===== src/hdl/vector_direction_color_map_assert.svh =====
// Assertion macros of the direction color mapper RTL.
// Included by the top level, which checks its own pipeline control.
`ifndef VECTOR_DIRECTION_COLOR_MAP_ASSERT_SVH
`define VECTOR_DIRECTION_COLOR_MAP_ASSERT_SVH

// Same-cycle implication, sampled on the rising clock edge.
`define VDCM_ASSERT_IMPL(lbl, clk, rst, ante, cons, msg) \
   lbl: assert property (@(posedge clk) disable iff (rst) (ante) |-> (cons)) else $error(msg);

// Next-cycle implication, sampled on the rising clock edge.
`define VDCM_ASSERT_NEXT(lbl, clk, rst, ante, cons, msg) \
   lbl: assert property (@(posedge clk) disable iff (rst) (ante) |=> (cons)) else $error(msg);

`endif


===== src/hdl/vdcm_pkg.sv =====
`timescale 1ns / 1ps
// Shared types, constants and functions of the direction color mapper.
// No dependencies; imported by every module of the block.
package vdcm_pkg;

   localparam int COMPONENT_BITS_DEF = 16;
   localparam int CORDIC_STEPS_DEF   = 16;
   localparam int ANG_FRAC           = 16;
   localparam int GUARD              = 20;
   localparam int ANG_W              = 26;
   localparam int E_W                = 23;
   localparam int M_W                = 2 * E_W;
   localparam int S_W                = 51;
   localparam int H_W                = 19;
   localparam int P_W                = 2 * H_W;
   localparam int Q_SHIFT            = 28;

   // Angles in degrees with ANG_FRAC fraction bits.
   localparam logic [ANG_W-1:0] DEG90  = ANG_W'(90 * (1 << ANG_FRAC));
   localparam logic [ANG_W-1:0] DEG120 = ANG_W'(120 * (1 << ANG_FRAC));
   localparam logic [ANG_W-1:0] DEG180 = ANG_W'(180 * (1 << ANG_FRAC));
   localparam logic [ANG_W-1:0] DEG240 = ANG_W'(240 * (1 << ANG_FRAC));
   localparam logic [ANG_W-1:0] DEG360 = ANG_W'(360 * (1 << ANG_FRAC));

   // Ceiling bias for the division by 720 * 2^32, and the reciprocal of 720.
   localparam logic [S_W-1:0] CEIL_BIAS = 51'd3092376453119;
   localparam logic [H_W-1:0] RECIP_720 = 19'd372828;

   typedef struct packed {
      logic black;
      logic x_neg;
      logic y_neg;
      logic x_zero;
      logic y_zero;
   } trend_ctl_type;

   typedef struct packed {
      logic             black;
      logic [ANG_W-1:0] trend;
      logic             x_zero;
      logic             y_zero;
   } plunge_ctl_type;

   // CORDIC step angles atan(2^-i) in degrees, rounded to nearest.
   function automatic logic [ANG_W-1:0] atan_entry(input int idx);
      logic [ANG_W-1:0] v;
      unique case (idx)
         0:       v = ANG_W'(2949120);
         1:       v = ANG_W'(1740967);
         2:       v = ANG_W'(919879);
         3:       v = ANG_W'(466945);
         4:       v = ANG_W'(234379);
         5:       v = ANG_W'(117304);
         6:       v = ANG_W'(58666);
         7:       v = ANG_W'(29335);
         8:       v = ANG_W'(14668);
         9:       v = ANG_W'(7334);
         10:      v = ANG_W'(3667);
         11:      v = ANG_W'(1833);
         12:      v = ANG_W'(917);
         13:      v = ANG_W'(458);
         14:      v = ANG_W'(229);
         15:      v = ANG_W'(115);
         16:      v = ANG_W'(57);
         17:      v = ANG_W'(29);
         18:      v = ANG_W'(14);
         19:      v = ANG_W'(7);
         20:      v = ANG_W'(4);
         21:      v = ANG_W'(2);
         22:      v = ANG_W'(1);
         default: v = '0;
      endcase
      return v;
   endfunction

   // Final CORDIC angle: exact on the axes, otherwise clamped to [0,90].
   function automatic logic [ANG_W-1:0] ang_clamp(input logic signed [ANG_W-1:0] a,
                                                  input logic y_zero,
                                                  input logic x_zero);
      logic [ANG_W-1:0] v;
      priority if (y_zero)                  v = '0;
      else if (x_zero)                      v = DEG90;
      else if (a < 0)                       v = '0;
      else if (a > $signed(DEG90))          v = DEG90;
      else                                  v = a;
      return v;
   endfunction

endpackage


===== src/hdl/vdcm_blend.sv =====
`timescale 1ns / 1ps
// Three-stage blend of one color channel toward white by the plunge angle.
// Depends on vdcm_pkg for the fixed-point constants.
module vdcm_blend import vdcm_pkg::*; (
   input  logic           clock,
   input  logic           en,
   input  logic [E_W-1:0] weight,
   input  logic [E_W-1:0] plunge,
   output logic [7:0]     color
);

   logic [M_W-1:0] prod_ff;
   logic [H_W-1:0] quot_ff;
   logic [P_W-1:0] recip_ff;
   logic [S_W-1:0] scaled;

   // 17 * prod plus the ceiling bias; 255 / 10800 reduces to 17 / 720.
   assign scaled = (S_W'(prod_ff) << 4) + S_W'(prod_ff) + CEIL_BIAS;

   // Product, shift by 2^32, then divide by 720 through its reciprocal.
   always_ff @(posedge clock) begin
      if (en) begin
         prod_ff  <= M_W'(weight) * M_W'(plunge);
         quot_ff  <= scaled[32 +: H_W];
         recip_ff <= P_W'(quot_ff) * P_W'(RECIP_720);
      end
   end

   // The channel is 255 minus the ceiling of the blend loss.
   assign color = 8'd255 - recip_ff[Q_SHIFT +: 8];

endmodule

===== config.mk =====
export PLATFORM = sky130hd
export DESIGN_NAME = vdcm_blend
export DESIGN_NICKNAME = d
export VERILOG_FILES = /design/src/hdl/vector_direction_color_map_assert.svh /design/src/hdl/vdcm_pkg.sv /design/src/hdl/vdcm_blend.sv
export SDC_FILE = /design/constraint.sdc
export NUM_CORES = 2
export LEC_CHECK = 0
export BUFFER_PORTS_ARGS = -buffer_cell sky130_fd_sc_hd__buf_2
export CAP_MARGIN = 25
export CORE_MARGIN = 5
export CORE_UTILIZATION = 60
export CTS_CLUSTER_SIZE = 10
export DETAILED_ROUTE_END_ITERATION = 16
export PLACE_DENSITY = 0.77
export SLEW_MARGIN = 25
export SYNTH_ARGS = -nofsm -noshare
export SYNTH_HDL_FRONTEND = slang
export SYNTH_SLANG_ARGS = --single-unit
export TNS_END_PERCENT = 20

===== constraint.sdc =====
create_clock -name clock -period 15.3 [get_ports clock]
set_clock_uncertainty 0.05 [all_clocks]
set_input_delay 3.06 -clock clock [delete_from_list [all_inputs] [get_ports clock]]
set_output_delay 3.06 -clock clock [all_outputs]
set_load 0.01 [all_outputs]

==> impl_metrics.json <==
{
  "setup_viol_count_final": 0,
  "tns_ps": 0,
  "gp_congestion": 0.9361,
  "critical_path.max_stage_delay_ps": 540,
  "post_cts_resize_count": 0,
  "fin_nets": 3869,
  "synth_ff_type": "edfxtp_1",
  "async_reset_ff_frac": 0,
  "synth_nets": 3899,
  "cts_buffers": 9,
  "cts.sinks": 73,
  "fin_crit_sh": 0.6265,
  "mostFrequentLayoutCell": "inv_1",
  "cts_tree": "done",
  "grtUsageMet2": 0.4426,
  "rsz0062_at_grt": "false",
  "path_cells": "buf_2 -> nand2_1 -> fa_1 -> fa_1 -> inv_1 -> fa_1 -> inv_1 -> fa_1 -> inv_1 -> fa_1 -> fa_1 -> inv_1 -> fa_1 -> inv_1 -> ha_1 -> a21oi_1 -> o21ai_1 -> o211ai_1 -> a21oi_1 -> o21ai_2 -> o31ai_2 -> o211a_1 -> o211ai_2",
  "critPathMaxFanout": 23,
  "cts_setup_buffers": 0,
  "wl_per_cell_um": 18.09,
  "die-area_mm2": 0.04963,
  "via_per_inst": 5.555,
  "clk_path_buf_depth": 2,
  "htreeDepth": 3,
  "post-route-worst-setup-slack_ps": 5715,
  "postRouteAntennaNets": 0,
  "hold_buffers": 0,
  "report.final.slew_viol_count": 0,
  "area_growth_pct": 3.459,
  "gr-max-usage-layer": "met2",
  "yosys.area.top_type": "fa_1",
  "fp.dieH_um": 222.8,
  "preCtsSetupSlack_ps": 5490,
  "overflow": 0,
  "post-route-min-period_ps": 9585,
  "synth_area_mm2": 0.02716,
  "port_buffers": 55,
  "start_util": 0.6025,
  "layout_common_cells": "inv_1, fa_1, ha_1",
  "wirelength_mm": 63.31,
  "use_met1": 0.3518,
  "diodes": 0,
  "fmax_mhz": 104.3,
  "grt_util_met3": 0.06011,
  "cap_viol_max_count": 0,
  "ctsRootBufferMaster": "clkbuf_16",
  "core_mm2": 0.04509,
  "cp.required_ps": 15340,
  "cpMaxStageDelayCell": "fa_1",
  "drt_iter0_drc": 1379,
  "hold_path.class": "flop to flop",
  "std_cell_rows": 78,
  "clk_pin_slew_worst_paths_ps": 60,
  "io_pins": 56,
  "grt_max_degree": 74,
  "startpoint_type": "input pin",
  "status": "complete, no violations",
  "first_global_vias": 21506,
  "yosys_warnings": 0,
  "antenna_found_initial": 0,
  "dp.cells": 3484,
  "drc": 0,
  "slew_headroom": 0.3607,
  "grt_pass1_wl_mm": 107.5,
  "hpwl_mm": 52.53,
  "fin_cells": 3500,
  "tightest_slew_ps": 959.0,
  "final-hold-violation-count": 0,
  "synth_top_area_frac": 0.3980,
  "drtPass1Iterations": 7,
  "insertion_delay_ps": 350,
  "drive_gt1_frac": 0.03483,
  "dieWidth_um": 222.8,
  "synth-seq-area-share": 0.08070,
  "grt_usage": 0.2645,
  "syn_inst": 2925,
  "syn_area_per_cell_um2": 9.287,
  "synth-seq-cells": 73,
  "cp_common_cell": "fa_1",
  "yosys-top-cells-area": "fa_1, ha_1, inv_1, edfxtp_1, and2_1",
  "path_class": "input pin to flop",
  "synth_edf_count": 73,
  "end_kind": "flop",
  "yosysUniqueCellTypes": 75,
  "vias": 19441,
  "cp.arrival_ps": 9620
}
[sequential cells by signal, summed over array words and instances, names as in the netlist]
register	count
recip_ff	8
quot_ff	19
prod_ff	46
[path summary, 6_finish.rpt]
path,from,endpoint,slack (ps),cells after the start
setup / recovery,plunge[8],prod_ff[45],5710,23
hold / removal,prod_ff[45],quot_ff[17],590,1
setup reg to reg,quot_ff[8],recip_ff[30],9200,17
hold reg to reg,prod_ff[45],quot_ff[17],590,1
[stage by stage]
step | area, µm² | hold slack [ps] | util
after global placement | 27820 | 578.8 | 0.6169
after detailed placement | 27820 | 589.2 | 0.6169
after CTS | 28100 | 602.8 | 0.6233
after floorplan | 27160 | 526.6 | -
after global routing | 28100 | 621.1 | 0.6233
final | 28100 | 594.4 | 0.6233
[synth_stat cells, types with 4 or more instances]
cell type  number
a211o_1         4
a211oi_1        6
a211oi_2        4
a21o_1         46
a21oi_1        72
a31oi_1         9
a41oi_1         5
and2_1        250
and3_1          7
and4_1          6
clkbuf_1       95
edfxtp_1       73
fa_1          540
ha_1          386
inv_1         785
nand2_1       334
nand2b_1        8
nand3_1        13
nand4_1        14
nor2_1         36
nor2b_1         4
nor3_1         11
nor4_1          4
o211ai_1        9
o21a_1          6
o21ai_0        34
o21ai_1        11
o21bai_1       16
xnor2_1        47
xor2_1         25
[cells by family after synthesis]
group,synth area share
multiplexers,0.0003685
AO/OA/AOI/OAI,0.06854
XOR/XNOR,0.02321
buffers and inverters,0.1225
AND/OR/NAND/NOR,0.1289
adder cells (fa/ha/maj),0.5757
flip-flops,0.08070
[worst max-delay path: cells and delay by family]
| kind | cells | cell delay [ps] |
|---|---|---|
| adders and majority gates | 8 | 3890 |
| AOI/OAI and AO/OA | 8 | 1790 |
| buffers and inverters | 6 | 690 |
| and+or+nand+nor | 1 | 160 |
[layer usage]
layer | wire length [µm] | vias up
met1 | 25940 | 9667
met2 | 30040 | 816
met4 | 1834 | 0
met3 | 5506 | 155
li1 | - | 8803
met5 | 0 | -
[area by class of cell]
class / count / area [µm²]
multi-input cells: 1970 / 21640
flip-flops and latches: 73 / 2192
clock inverters: 6 / 58.81
clock buffers: 10 / 229.0
repair buffers: 56 / 282.8
fillers: 3667 / 16980
inverters: 785 / 2947
well taps: 600 / 750.7
Power is not shown: default switching activity piles up to over one toggle a cycle in this logic, so the estimate is an artifact.
