$ cat config.mk
export PLATFORM = sky130hd
export DESIGN_NAME = vdcm_cordic_stage
export DESIGN_NICKNAME = d
export VERILOG_FILES = /design/src/hdl/vector_direction_color_map_assert.svh /design/src/hdl/vdcm_pkg.sv /design/src/hdl/vdcm_cordic_stage.sv
export SDC_FILE = /design/constraint.sdc
export NUM_CORES = 1
export LEC_CHECK = 0
export CORE_MARGIN = 2
export CORE_UTILIZATION = 40
export DETAILED_ROUTE_END_ITERATION = 8
export DONT_BUFFER_PORTS = 1
export MAX_ROUTING_LAYER = met4
export SLEW_MARGIN = 20
export SYNTH_ARGS = -nofsm -noshare
export SYNTH_HDL_FRONTEND = slang
export SYNTH_SLANG_ARGS = --single-unit
$ cat constraint.sdc
create_clock -name clock -period 3.3 [get_ports clock]
set_input_delay 0 -clock clock [delete_from_list [all_inputs] [get_ports clock]]
set_output_delay 0 -clock clock [all_outputs]
set_load 0.1 [all_outputs]
$ cat src/hdl/vector_direction_color_map_assert.svh
// Assertion macros of the direction color mapper RTL.
// Included by the top level, which checks its own pipeline control.
`ifndef VECTOR_DIRECTION_COLOR_MAP_ASSERT_SVH
`define VECTOR_DIRECTION_COLOR_MAP_ASSERT_SVH

// Same-cycle implication, sampled on the rising clock edge.
`define VDCM_ASSERT_IMPL(lbl, clk, rst, ante, cons, msg) \
   lbl: assert property (@(posedge clk) disable iff (rst) (ante) |-> (cons)) else $error(msg);

// Next-cycle implication, sampled on the rising clock edge.
`define VDCM_ASSERT_NEXT(lbl, clk, rst, ante, cons, msg) \
   lbl: assert property (@(posedge clk) disable iff (rst) (ante) |=> (cons)) else $error(msg);

`endif

$ cat src/hdl/vdcm_pkg.sv
`timescale 1ns / 1ps
// Shared types, constants and functions of the direction color mapper.
// No dependencies; imported by every module of the block.
package vdcm_pkg;

   localparam int COMPONENT_BITS_DEF = 16;
   localparam int CORDIC_STEPS_DEF   = 16;
   localparam int ANG_FRAC           = 16;
   localparam int GUARD              = 20;
   localparam int ANG_W              = 26;
   localparam int E_W                = 23;
   localparam int M_W                = 2 * E_W;
   localparam int S_W                = 51;
   localparam int H_W                = 19;
   localparam int P_W                = 2 * H_W;
   localparam int Q_SHIFT            = 28;

   // Angles in degrees with ANG_FRAC fraction bits.
   localparam logic [ANG_W-1:0] DEG90  = ANG_W'(90 * (1 << ANG_FRAC));
   localparam logic [ANG_W-1:0] DEG120 = ANG_W'(120 * (1 << ANG_FRAC));
   localparam logic [ANG_W-1:0] DEG180 = ANG_W'(180 * (1 << ANG_FRAC));
   localparam logic [ANG_W-1:0] DEG240 = ANG_W'(240 * (1 << ANG_FRAC));
   localparam logic [ANG_W-1:0] DEG360 = ANG_W'(360 * (1 << ANG_FRAC));

   // Ceiling bias for the division by 720 * 2^32, and the reciprocal of 720.
   localparam logic [S_W-1:0] CEIL_BIAS = 51'd3092376453119;
   localparam logic [H_W-1:0] RECIP_720 = 19'd372828;

   typedef struct packed {
      logic black;
      logic x_neg;
      logic y_neg;
      logic x_zero;
      logic y_zero;
   } trend_ctl_type;

   typedef struct packed {
      logic             black;
      logic [ANG_W-1:0] trend;
      logic             x_zero;
      logic             y_zero;
   } plunge_ctl_type;

   // CORDIC step angles atan(2^-i) in degrees, rounded to nearest.
   function automatic logic [ANG_W-1:0] atan_entry(input int idx);
      logic [ANG_W-1:0] v;
      unique case (idx)
         0:       v = ANG_W'(2949120);
         1:       v = ANG_W'(1740967);
         2:       v = ANG_W'(919879);
         3:       v = ANG_W'(466945);
         4:       v = ANG_W'(234379);
         5:       v = ANG_W'(117304);
         6:       v = ANG_W'(58666);
         7:       v = ANG_W'(29335);
         8:       v = ANG_W'(14668);
         9:       v = ANG_W'(7334);
         10:      v = ANG_W'(3667);
         11:      v = ANG_W'(1833);
         12:      v = ANG_W'(917);
         13:      v = ANG_W'(458);
         14:      v = ANG_W'(229);
         15:      v = ANG_W'(115);
         16:      v = ANG_W'(57);
         17:      v = ANG_W'(29);
         18:      v = ANG_W'(14);
         19:      v = ANG_W'(7);
         20:      v = ANG_W'(4);
         21:      v = ANG_W'(2);
         22:      v = ANG_W'(1);
         default: v = '0;
      endcase
      return v;
   endfunction

   // Final CORDIC angle: exact on the axes, otherwise clamped to [0,90].
   function automatic logic [ANG_W-1:0] ang_clamp(input logic signed [ANG_W-1:0] a,
                                                  input logic y_zero,
                                                  input logic x_zero);
      logic [ANG_W-1:0] v;
      priority if (y_zero)                  v = '0;
      else if (x_zero)                      v = DEG90;
      else if (a < 0)                       v = '0;
      else if (a > $signed(DEG90))          v = DEG90;
      else                                  v = a;
      return v;
   endfunction

endpackage

$ cat src/hdl/vdcm_cordic_stage.sv
`timescale 1ns / 1ps
// One registered vectoring CORDIC step, with an optional second rotation lane.
// Depends on vdcm_pkg for the step angle table.
module vdcm_cordic_stage import vdcm_pkg::*; #(
   parameter int DW   = 40,
   parameter int STEP = 0,
   parameter int SW   = 1,
   parameter bit DUAL = 1'b0
) (
   input  logic                    clock,
   input  logic                    reset,
   input  logic                    en,
   input  logic                    valid_in,
   input  logic [SW-1:0]           side_in,
   input  logic signed [DW-1:0]    x_in,
   input  logic signed [DW-1:0]    y_in,
   input  logic signed [ANG_W-1:0] a_in,
   input  logic signed [DW-1:0]    u_in,
   input  logic signed [DW-1:0]    w_in,
   output logic                    valid_out,
   output logic [SW-1:0]           side_out,
   output logic signed [DW-1:0]    x_out,
   output logic signed [DW-1:0]    y_out,
   output logic signed [ANG_W-1:0] a_out,
   output logic signed [DW-1:0]    u_out,
   output logic signed [DW-1:0]    w_out
);

   localparam logic signed [ANG_W-1:0] STEP_ANG = $signed(atan_entry(STEP));

   logic                    valid_ff;
   logic [SW-1:0]           side_ff;
   logic signed [DW-1:0]    x_ff, y_ff, x_in_nx, y_in_nx;
   logic signed [ANG_W-1:0] a_ff, a_in_nx;

   // Rotate toward the x axis; the sign of y picks the direction.
   always_comb begin
      if (y_in >= 0) begin
         x_in_nx = x_in + (y_in >>> STEP);
         y_in_nx = y_in - (x_in >>> STEP);
         a_in_nx = a_in + STEP_ANG;
      end else begin
         x_in_nx = x_in - (y_in >>> STEP);
         y_in_nx = y_in + (x_in >>> STEP);
         a_in_nx = a_in - STEP_ANG;
      end
   end

   always_ff @(posedge clock) begin
      if (reset) begin
         valid_ff <= 1'b0;
      end else if (en) begin
         valid_ff <= valid_in;
      end
   end

   always_ff @(posedge clock) begin
      if (en) begin
         side_ff <= side_in;
         x_ff    <= x_in_nx;
         y_ff    <= y_in_nx;
         a_ff    <= a_in_nx;
      end
   end

   assign valid_out = valid_ff;
   assign side_out  = side_ff;
   assign x_out     = x_ff;
   assign y_out     = y_ff;
   assign a_out     = a_ff;

   // The second lane only tracks the magnitude, so it keeps no angle.
   generate
      if (DUAL) begin : g_dual
         logic signed [DW-1:0] u_ff, w_ff, u_in_nx, w_in_nx;

         always_comb begin
            if (w_in >= 0) begin
               u_in_nx = u_in + (w_in >>> STEP);
               w_in_nx = w_in - (u_in >>> STEP);
            end else begin
               u_in_nx = u_in - (w_in >>> STEP);
               w_in_nx = w_in + (u_in >>> STEP);
            end
         end

         always_ff @(posedge clock) begin
            if (en) begin
               u_ff <= u_in_nx;
               w_ff <= w_in_nx;
            end
         end

         assign u_out = u_ff;
         assign w_out = w_ff;
      end else begin : g_single
         assign u_out = '0;
         assign w_out = '0;
      end
   endgenerate

endmodule

==> results.json, run 1 <==
{
  "combPwrFrac_pct": 31.1,
  "lkg_pwr_nw": 5.20,
  "place.detailed.hpwl_um": 26300,
  "tritoncts.num_buffers": 9,
  "firstDrtPassIters": 5,
  "initial_core_util_pct": 40.7,
  "synth_ff_type": "edfxtp_1",
  "finalMaxSlewViolations": 0,
  "hold_path.class": "input pin to flop",
  "netSwitchingPower_w": 0.00353,
  "antenna-diode-count": 0,
  "synth.cell_area_mm2": 0.0113,
  "first_iter_violations": 929,
  "io_buffer_count": 0,
  "setup_viol": 0,
  "fin_hold_ws_ns": 0.0117,
  "grt_setup_unrepaired": "no",
  "drive_above_1_share_pct": 8.23,
  "tritoncts": "yes",
  "switching_share_pct": 53.1,
  "wl_per_cell_um": 19.6,
  "endpoint_kind": "flop",
  "synth_cell_type_count": 86,
  "post-route-period-util_pct": 96.6,
  "timing.max_slew.rel_slack_pct": 31.9,
  "dpl.cell_count": 1700,
  "die_area_mm2": 0.0296,
  "intPower_w": 0.00312,
  "number_of_global_route_vias_before_repair": 9403,
  "global_route_wire_length_before_repair_um": 52000,
  "synth_enable_flop_cells": 106,
  "die-width_um": 172,
  "power.share.clock_pct": 18.5,
  "cts-root-to-sink-buffers": 2,
  "final_cells": 1751,
  "routed_antenna_nets": 0,
  "grt_start_max_net_pins": 107,
  "viasPerCell": 5.64,
  "ys_seq_elements": 107,
  "grt_antenna_before_repair": 0,
  "globalRouteTotalUtil_pct": 23.4,
  "coreArea_mm2": 0.0278,
  "avgSynthCellArea_um2": 8.47,
  "cts-htree-levels": 3,
  "finalNetCount": 1683,
  "layout.cell_area.non_filler_mm2": 0.0123,
  "max_freq_ghz": 0.314,
  "netlist_instances": 1335,
  "synth.yosys.seq_area_share_pct": 28.3,
  "die_height_um": 172,
  "run_status": "finished, final reports clean",
  "place_congestion": 0.946,
  "worst_pin_slew_ns": 1.02,
  "area_delta_synth_final_pct": 8.60,
  "synth_warnings": 0,
  "routed_wl_um": 34400,
  "setup.worst_path.class": "input pin to flop",
  "critPathLaunch": "x_in[7]",
  "timing.critical_path.arrival_ns": 3.31,
  "count_of_vias_placed_by_the_detailed_router": 9869,
  "cp.required_ns": 3.42,
  "io-pin-count": 379,
  "cts_sinks": 107,
  "timing_hold_violations_final": 0,
  "gr-total-overflow": 0,
  "seq_power_share_pct": 50.4,
  "hp-start": "a_in[17]",
  "finalSetupTns_ns": 0,
  "postSynth.asyncResetShare_pct": 0,
  "period_minus_slack_ns": 3.19,
  "clk_pin_slew_worst_paths_ns": 0.07,
  "num_rows": 61,
  "ir_worst_vdd_v": 0.000232,
  "critical_path.reg2reg.startpoint": "valid_out",
  "placement_cell_area_mm2": 0.0116,
  "cp_max_fo": 6,
  "critical_path.startpoint_type": "input pin",
  "worst_clock_skew_ns": 0,
  "clkLatencyLatePin_ns": 0.37,
  "drc": 0,
  "p_total_w": 0.00665,
  "p_per_area_mw_per_mm2": 542,
  "cap_viol_max_count": 0,
  "clockRootBuffer": "clkbuf_16"
}
-- sequential cells by signal, summed over array words and instances (netlist names) --
register,count
a_out,26
side_out,1
valid_out,1
x_out,40
y_out,39
-- placed cells by master, fill, tap and decap left out, drive strengths merged, types with 6 or more instances in the layout --
cell type,n
inv,134
clkbuf,10
o21ai,91
a31oi,6
buf,49
nand2,66
ha,121
or3,9
o21bai,30
nor2,112
nor4,6
mux2i,11
a21oi,161
dlygate4sd3,32
o41ai,7
o211ai,12
nand3,17
nor2b,14
a21boi,9
nor3,21
o21a,7
o31ai,12
xnor2,73
nand4,19
conb,80
nand2b,18
a2111oi,7
edfxtp,106
o2111ai,6
xor2,14
a21o,20
a211oi,16
-- worst max-delay path: stages --
cell and delay (ns):
inv_1 0.02, ha_1 0.39, inv_2 0.12, nor4_2 0.34, a21boi_2 0.30, o21ai_1 0.16, o211a_1 0.18, o311a_1 0.34
nand2b_4 0.20, nor4_1 0.34, buf_4 0.18, o32ai_2 0.06, xnor2_1 0.13, dlygate4sd3_1 0.56
-- layer usage --
| layer | GRT usage (%) | share of wire, % |
|---|---|---|
| met1 | 29.9 | 44 |
| met2 | 36.1 | 44 |
| met3 | 4.65 | 8.9 |
| met4 | 10.3 | 3.6 |
| met5 | - | 0 |
-- area by class of cell --
type,instances,area [um2]
fillers,2798,15500
multi-input cells,1034,7030
flip-flops and latches,107,3200
repair buffers,81,741
inverters,135,510
well taps,378,473
clock buffers,10,229
clock inverters,6,96.3
-- cells in the mapped netlist, drive strengths merged (5+ instances only) --
| library cell | instances | area (um2) |
|---|---|---|
| nand2b | 18 | 120 |
| a21boi | 9 | 71.3 |
| nand3 | 17 | 85.1 |
| nand4 | 19 | 119 |
| edfxtp | 106 | 3180 |
| ha | 121 | 1510 |
| o41ai | 7 | 87.6 |
| o31ai | 12 | 90.1 |
| o21ai | 91 | 459 |
| a221oi | 5 | 62.6 |
| or3 | 9 | 56.3 |
| xor2 | 14 | 123 |
| clkbuf | 21 | 78.8 |
| inv | 132 | 498 |
| buf | 117 | 795 |
| a2111oi | 7 | 80.1 |
| o211ai | 12 | 100 |
| a211oi | 16 | 145 |
| nor3 | 21 | 105 |
| nand2 | 66 | 248 |
| a31oi | 6 | 52.6 |
| nor4 | 6 | 43.8 |
| nor2b | 14 | 90.1 |
| mux2i | 11 | 110 |
| a21oi | 161 | 825 |
| xnor2 | 73 | 639 |
| nor2 | 112 | 423 |
| o21a | 7 | 52.6 |
| o221ai | 5 | 43.8 |
| o2111ai | 6 | 52.6 |
| a21o | 20 | 150 |
| o21bai | 30 | 225 |
-- logic make-up (layout without fill, tap and decap cells) --
logic type      Yosys count  after routing  share of synthesized area, %
xor+xnor                 87             87                          6.74
fa+ha+maj               124            124                          13.9
simple gates            300            300                          12.5
mux                      11             11                         0.974
compound gates          432            432                          25.2
other cells               1             80                        0.0332
flops                   107            107                          28.3
buf+inv                 273            232                          12.2
-- worst paths after layout --
path | end | slack, ns | depth (start not counted)
worst min-delay path | a_out[17] | 0.01 | 2
worst max-delay path | x_out[39] | 0.11 | 14
worst min register to register | valid_out | 1.56 | 3
worst max register to register | valid_out | 1.47 | 3
-- per-stage QoR --
stage	util, %	setup slack, ns
after global routing	44.2	0.00372
after floorplan	-	0.829
after global placement	41.6	0.218
final	44.2	0.113
after detailed placement	41.6	0.206
after CTS	44.1	0.0899
-- power by group through the flow --
stage / clock (W) / sequential (W) / combinational (W)
finish: 0.00123 / 0.00335 / 0.00207
global route: 0.00131 / 0.00338 / 0.00222
CTS: 0.00127 / 0.00336 / 0.00204
detailed placement: 0 / 0.00338 / 0.00195
global placement: 0 / 0.00338 / 0.00195
floorplan: 0 / 0.00334 / 0.00161
-- what timing repair did --
item | in CTS | in global routing
setup endpoints to repair | 0 | 1
setup buffers | 0 | 1
hold buffers | 34 | 0
hold endpoints to repair | 164 | 0
resized for setup | 0 | 3
Power figures use the tool's default switching activity.
==> inputs of run 2 (changes only) <==
--- a/config.mk
+++ b/config.mk
@@ -10,6 +10,7 @@
 export DETAILED_ROUTE_END_ITERATION = 8
 export DONT_BUFFER_PORTS = 1
 export MAX_ROUTING_LAYER = met4
+export PLACE_DENSITY = 0.64
 export SLEW_MARGIN = 20
 export SYNTH_ARGS = -nofsm -noshare
 export SYNTH_HDL_FRONTEND = slang
==> results.json, run 2 (synthesis gave the netlist of run 1 again) <==
{
  "cp.required_ns": 3.42,
  "place.detailed.hpwl_um": 26400,
  "number_of_buffers_and_inverters_on_the_critical_path": 2,
  "timing_hold_violations_final": 2,
  "number_of_global_route_vias_before_repair": 9324,
  "crit_path_top_delay_cell": "o41ai_2",
  "cts-root-to-sink-buffers": 2,
  "viasPerCell": 5.58,
  "fin_hold_ws_ns": -0.00175,
  "count_of_vias_placed_by_the_detailed_router": 9769,
  "routed_wl_um": 34500,
  "die_area_mm2": 0.0296,
  "critical_path.startpoint_type": "input pin",
  "layout_commonest_cell": "a21oi_1",
  "fill_cells": 2755,
  "clkLatencyLatePin_ns": 0.36,
  "die_height_um": 172,
  "worst_clock_skew_ns": 0,
  "largest_register_ff_count": 40,
  "ir_worst_vdd_v": 0.000349,
  "setup_ws_ns": 0.143,
  "io_buffer_count": 0,
  "routed_antenna_nets": 0,
  "largest_stage_delay_on_the_critical_path_ns": 0.70,
  "drc": 0,
  "cts_sinks": 107,
  "setup_viol": 0,
  "worst_pin_slew_ns": 1.02,
  "finalNetCount": 1682,
  "tritoncts": "yes",
  "r2r-end": "valid_out",
  "post-route-period-util_pct": 95.7,
  "cp_max_fo": 12,
  "cts-htree-levels": 3,
  "firstDrtPassIters": 5,
  "cpLargestDelayFamily": "compound AO/OA/AOI/OAI gates",
  "critical_path.reg2reg.startpoint": "valid_out",
  "worstRegToRegCells": 3,
  "critPathMostFrequentCell": "a21oi_4",
  "crit_chain": "inv_1, ha_1, o41ai_2, a31oi_4, a21oi_4, a21oi_4, or3b_1, a21oi_2, o32ai_2, xnor2_1, dlygate4sd3_1",
  "r2r_slack_ns": 1.44,
  "period_minus_slack_ns": 3.16,
  "lkg_pwr_nw": 5.17,
  "run_status": "finished with violations",
  "p_per_area_mw_per_mm2": 529,
  "cp_num_cells": 11,
  "timing.max_slew.rel_slack_pct": 32.3,
  "place_congestion": 0.967,
  "global_route_wire_length_before_repair_um": 51700,
  "mostFrequentLayoutCells": "a21oi_1, inv_1, ha_1",
  "initial_core_util_pct": 40.7,
  "post-place-ws_ns": 0.201,
  "failed_checks": "hold timing",
  "seq_area_mm2": 0.00320,
  "cap_viol_max_count": 0,
  "wl_per_cell_um": 19.7,
  "num_rows": 61,
  "grt_antenna_before_repair": 0,
  "grt_setup_unrepaired": "no",
  "antenna-diode-count": 0,
  "tritoncts.num_buffers": 9,
  "worst_setup_path_endpoint": "x_out[39]",
  "hold_path.class": "input pin to flop",
  "io-pin-count": 379,
  "post-cts-setup-buffer-count": 0,
  "globalRouteTotalUtil_pct": 23.2,
  "drive_above_1_share_pct": 8.38,
  "area_delta_synth_final_pct": 8.12,
  "clockRootBuffer": "clkbuf_16",
  "first_iter_violations": 622,
  "setup.worst_path.class": "input pin to flop",
  "gr-total-overflow": 0,
  "die-width_um": 172,
  "finalMaxSlewViolations": 0,
  "finalSetupTns_ns": 0,
  "grt_start_max_net_pins": 107,
  "critPathLaunch": "x_in[4]",
  "clk_pin_slew_worst_paths_ns": 0.07,
  "coreArea_mm2": 0.0278,
  "multiInputGateArea_mm2": 0.00704,
  "max_freq_ghz": 0.317,
  "timing.critical_path.arrival_ns": 3.28,
  "endpoint_kind": "flop"
}
run 2: worst reg2reg max path: stages, from the launching register on:
cell	delay, ns
dfxtp_1	0.95
mux2i_1	0.18
nor2_1	0.12
dlygate4sd3_1	0.55
run 2: what timing repair did:
| action | in CTS | in global routing |
|---|---|---|
| hold endpoints to repair | 159 | 0 |
| hold buffers | 32 | 0 |
| setup endpoints to repair | 0 | 1 |
| resized for setup | 0 | 6 |
run 2: power by group:
group	total, W	switching, W	internal, W
clock	0.00105	0.000533	0.000517
sequential	0.00335	0.00156	0.00179
combinational	0.00206	0.00141	0.000653
total	0.00646	0.00350	0.00296
run 2: cell type report:
type / instances / area share (%)
Timing Repair Buffer: 80 / 5.96
Multi-Input combinational cell: 1034 / 57.6
Tap cell: 378 / 3.87
Clock buffer: 11 / 1.90
Inverter: 135 / 4.18
Sequential cell: 107 / 26.2
Clock inverter: 5 / 0.287
run 2: worst min-delay path by stage:
stage	from	end	slack, ns	depth (start not counted)
2_1_floorplan	reset	valid_out	0.07	1
3_3_place_gp	reset	valid_out	0.07	1
3_5_place_dp	reset	valid_out	0.08	1
4_1_cts	y_in[39]	y_out[5]	0.0008	3
5_1_grt	a_in[22]	a_out[22]	0.0006	2
6_report	a_in[22]	a_out[22]	-0.002	2
run 2: metrics by stage:
stage	utilization (%)	total power, W	cell area (um2)	cells	hold slack [ns]
floorplan	-	0.00496	11600	1414	0.0724
CTS	43.9	0.00647	12200	1750	0.000799
global route	44.0	0.00673	12200	1750	0.000649
detailed placement	41.7	0.00533	11600	1702	0.0750
finish	44.0	0.00646	12200	1750	-0.00175
global placement	41.7	0.00532	11600	1702	0.0736
run 2: layer usage:
metal	vias up	GRT usage, %	wire length (um)
met4	0	6.83	864
met1	4591	28.6	14300
met3	62	6.34	3490
met2	493	37.4	15800
met5	-	-	0
li1	4623	-	-
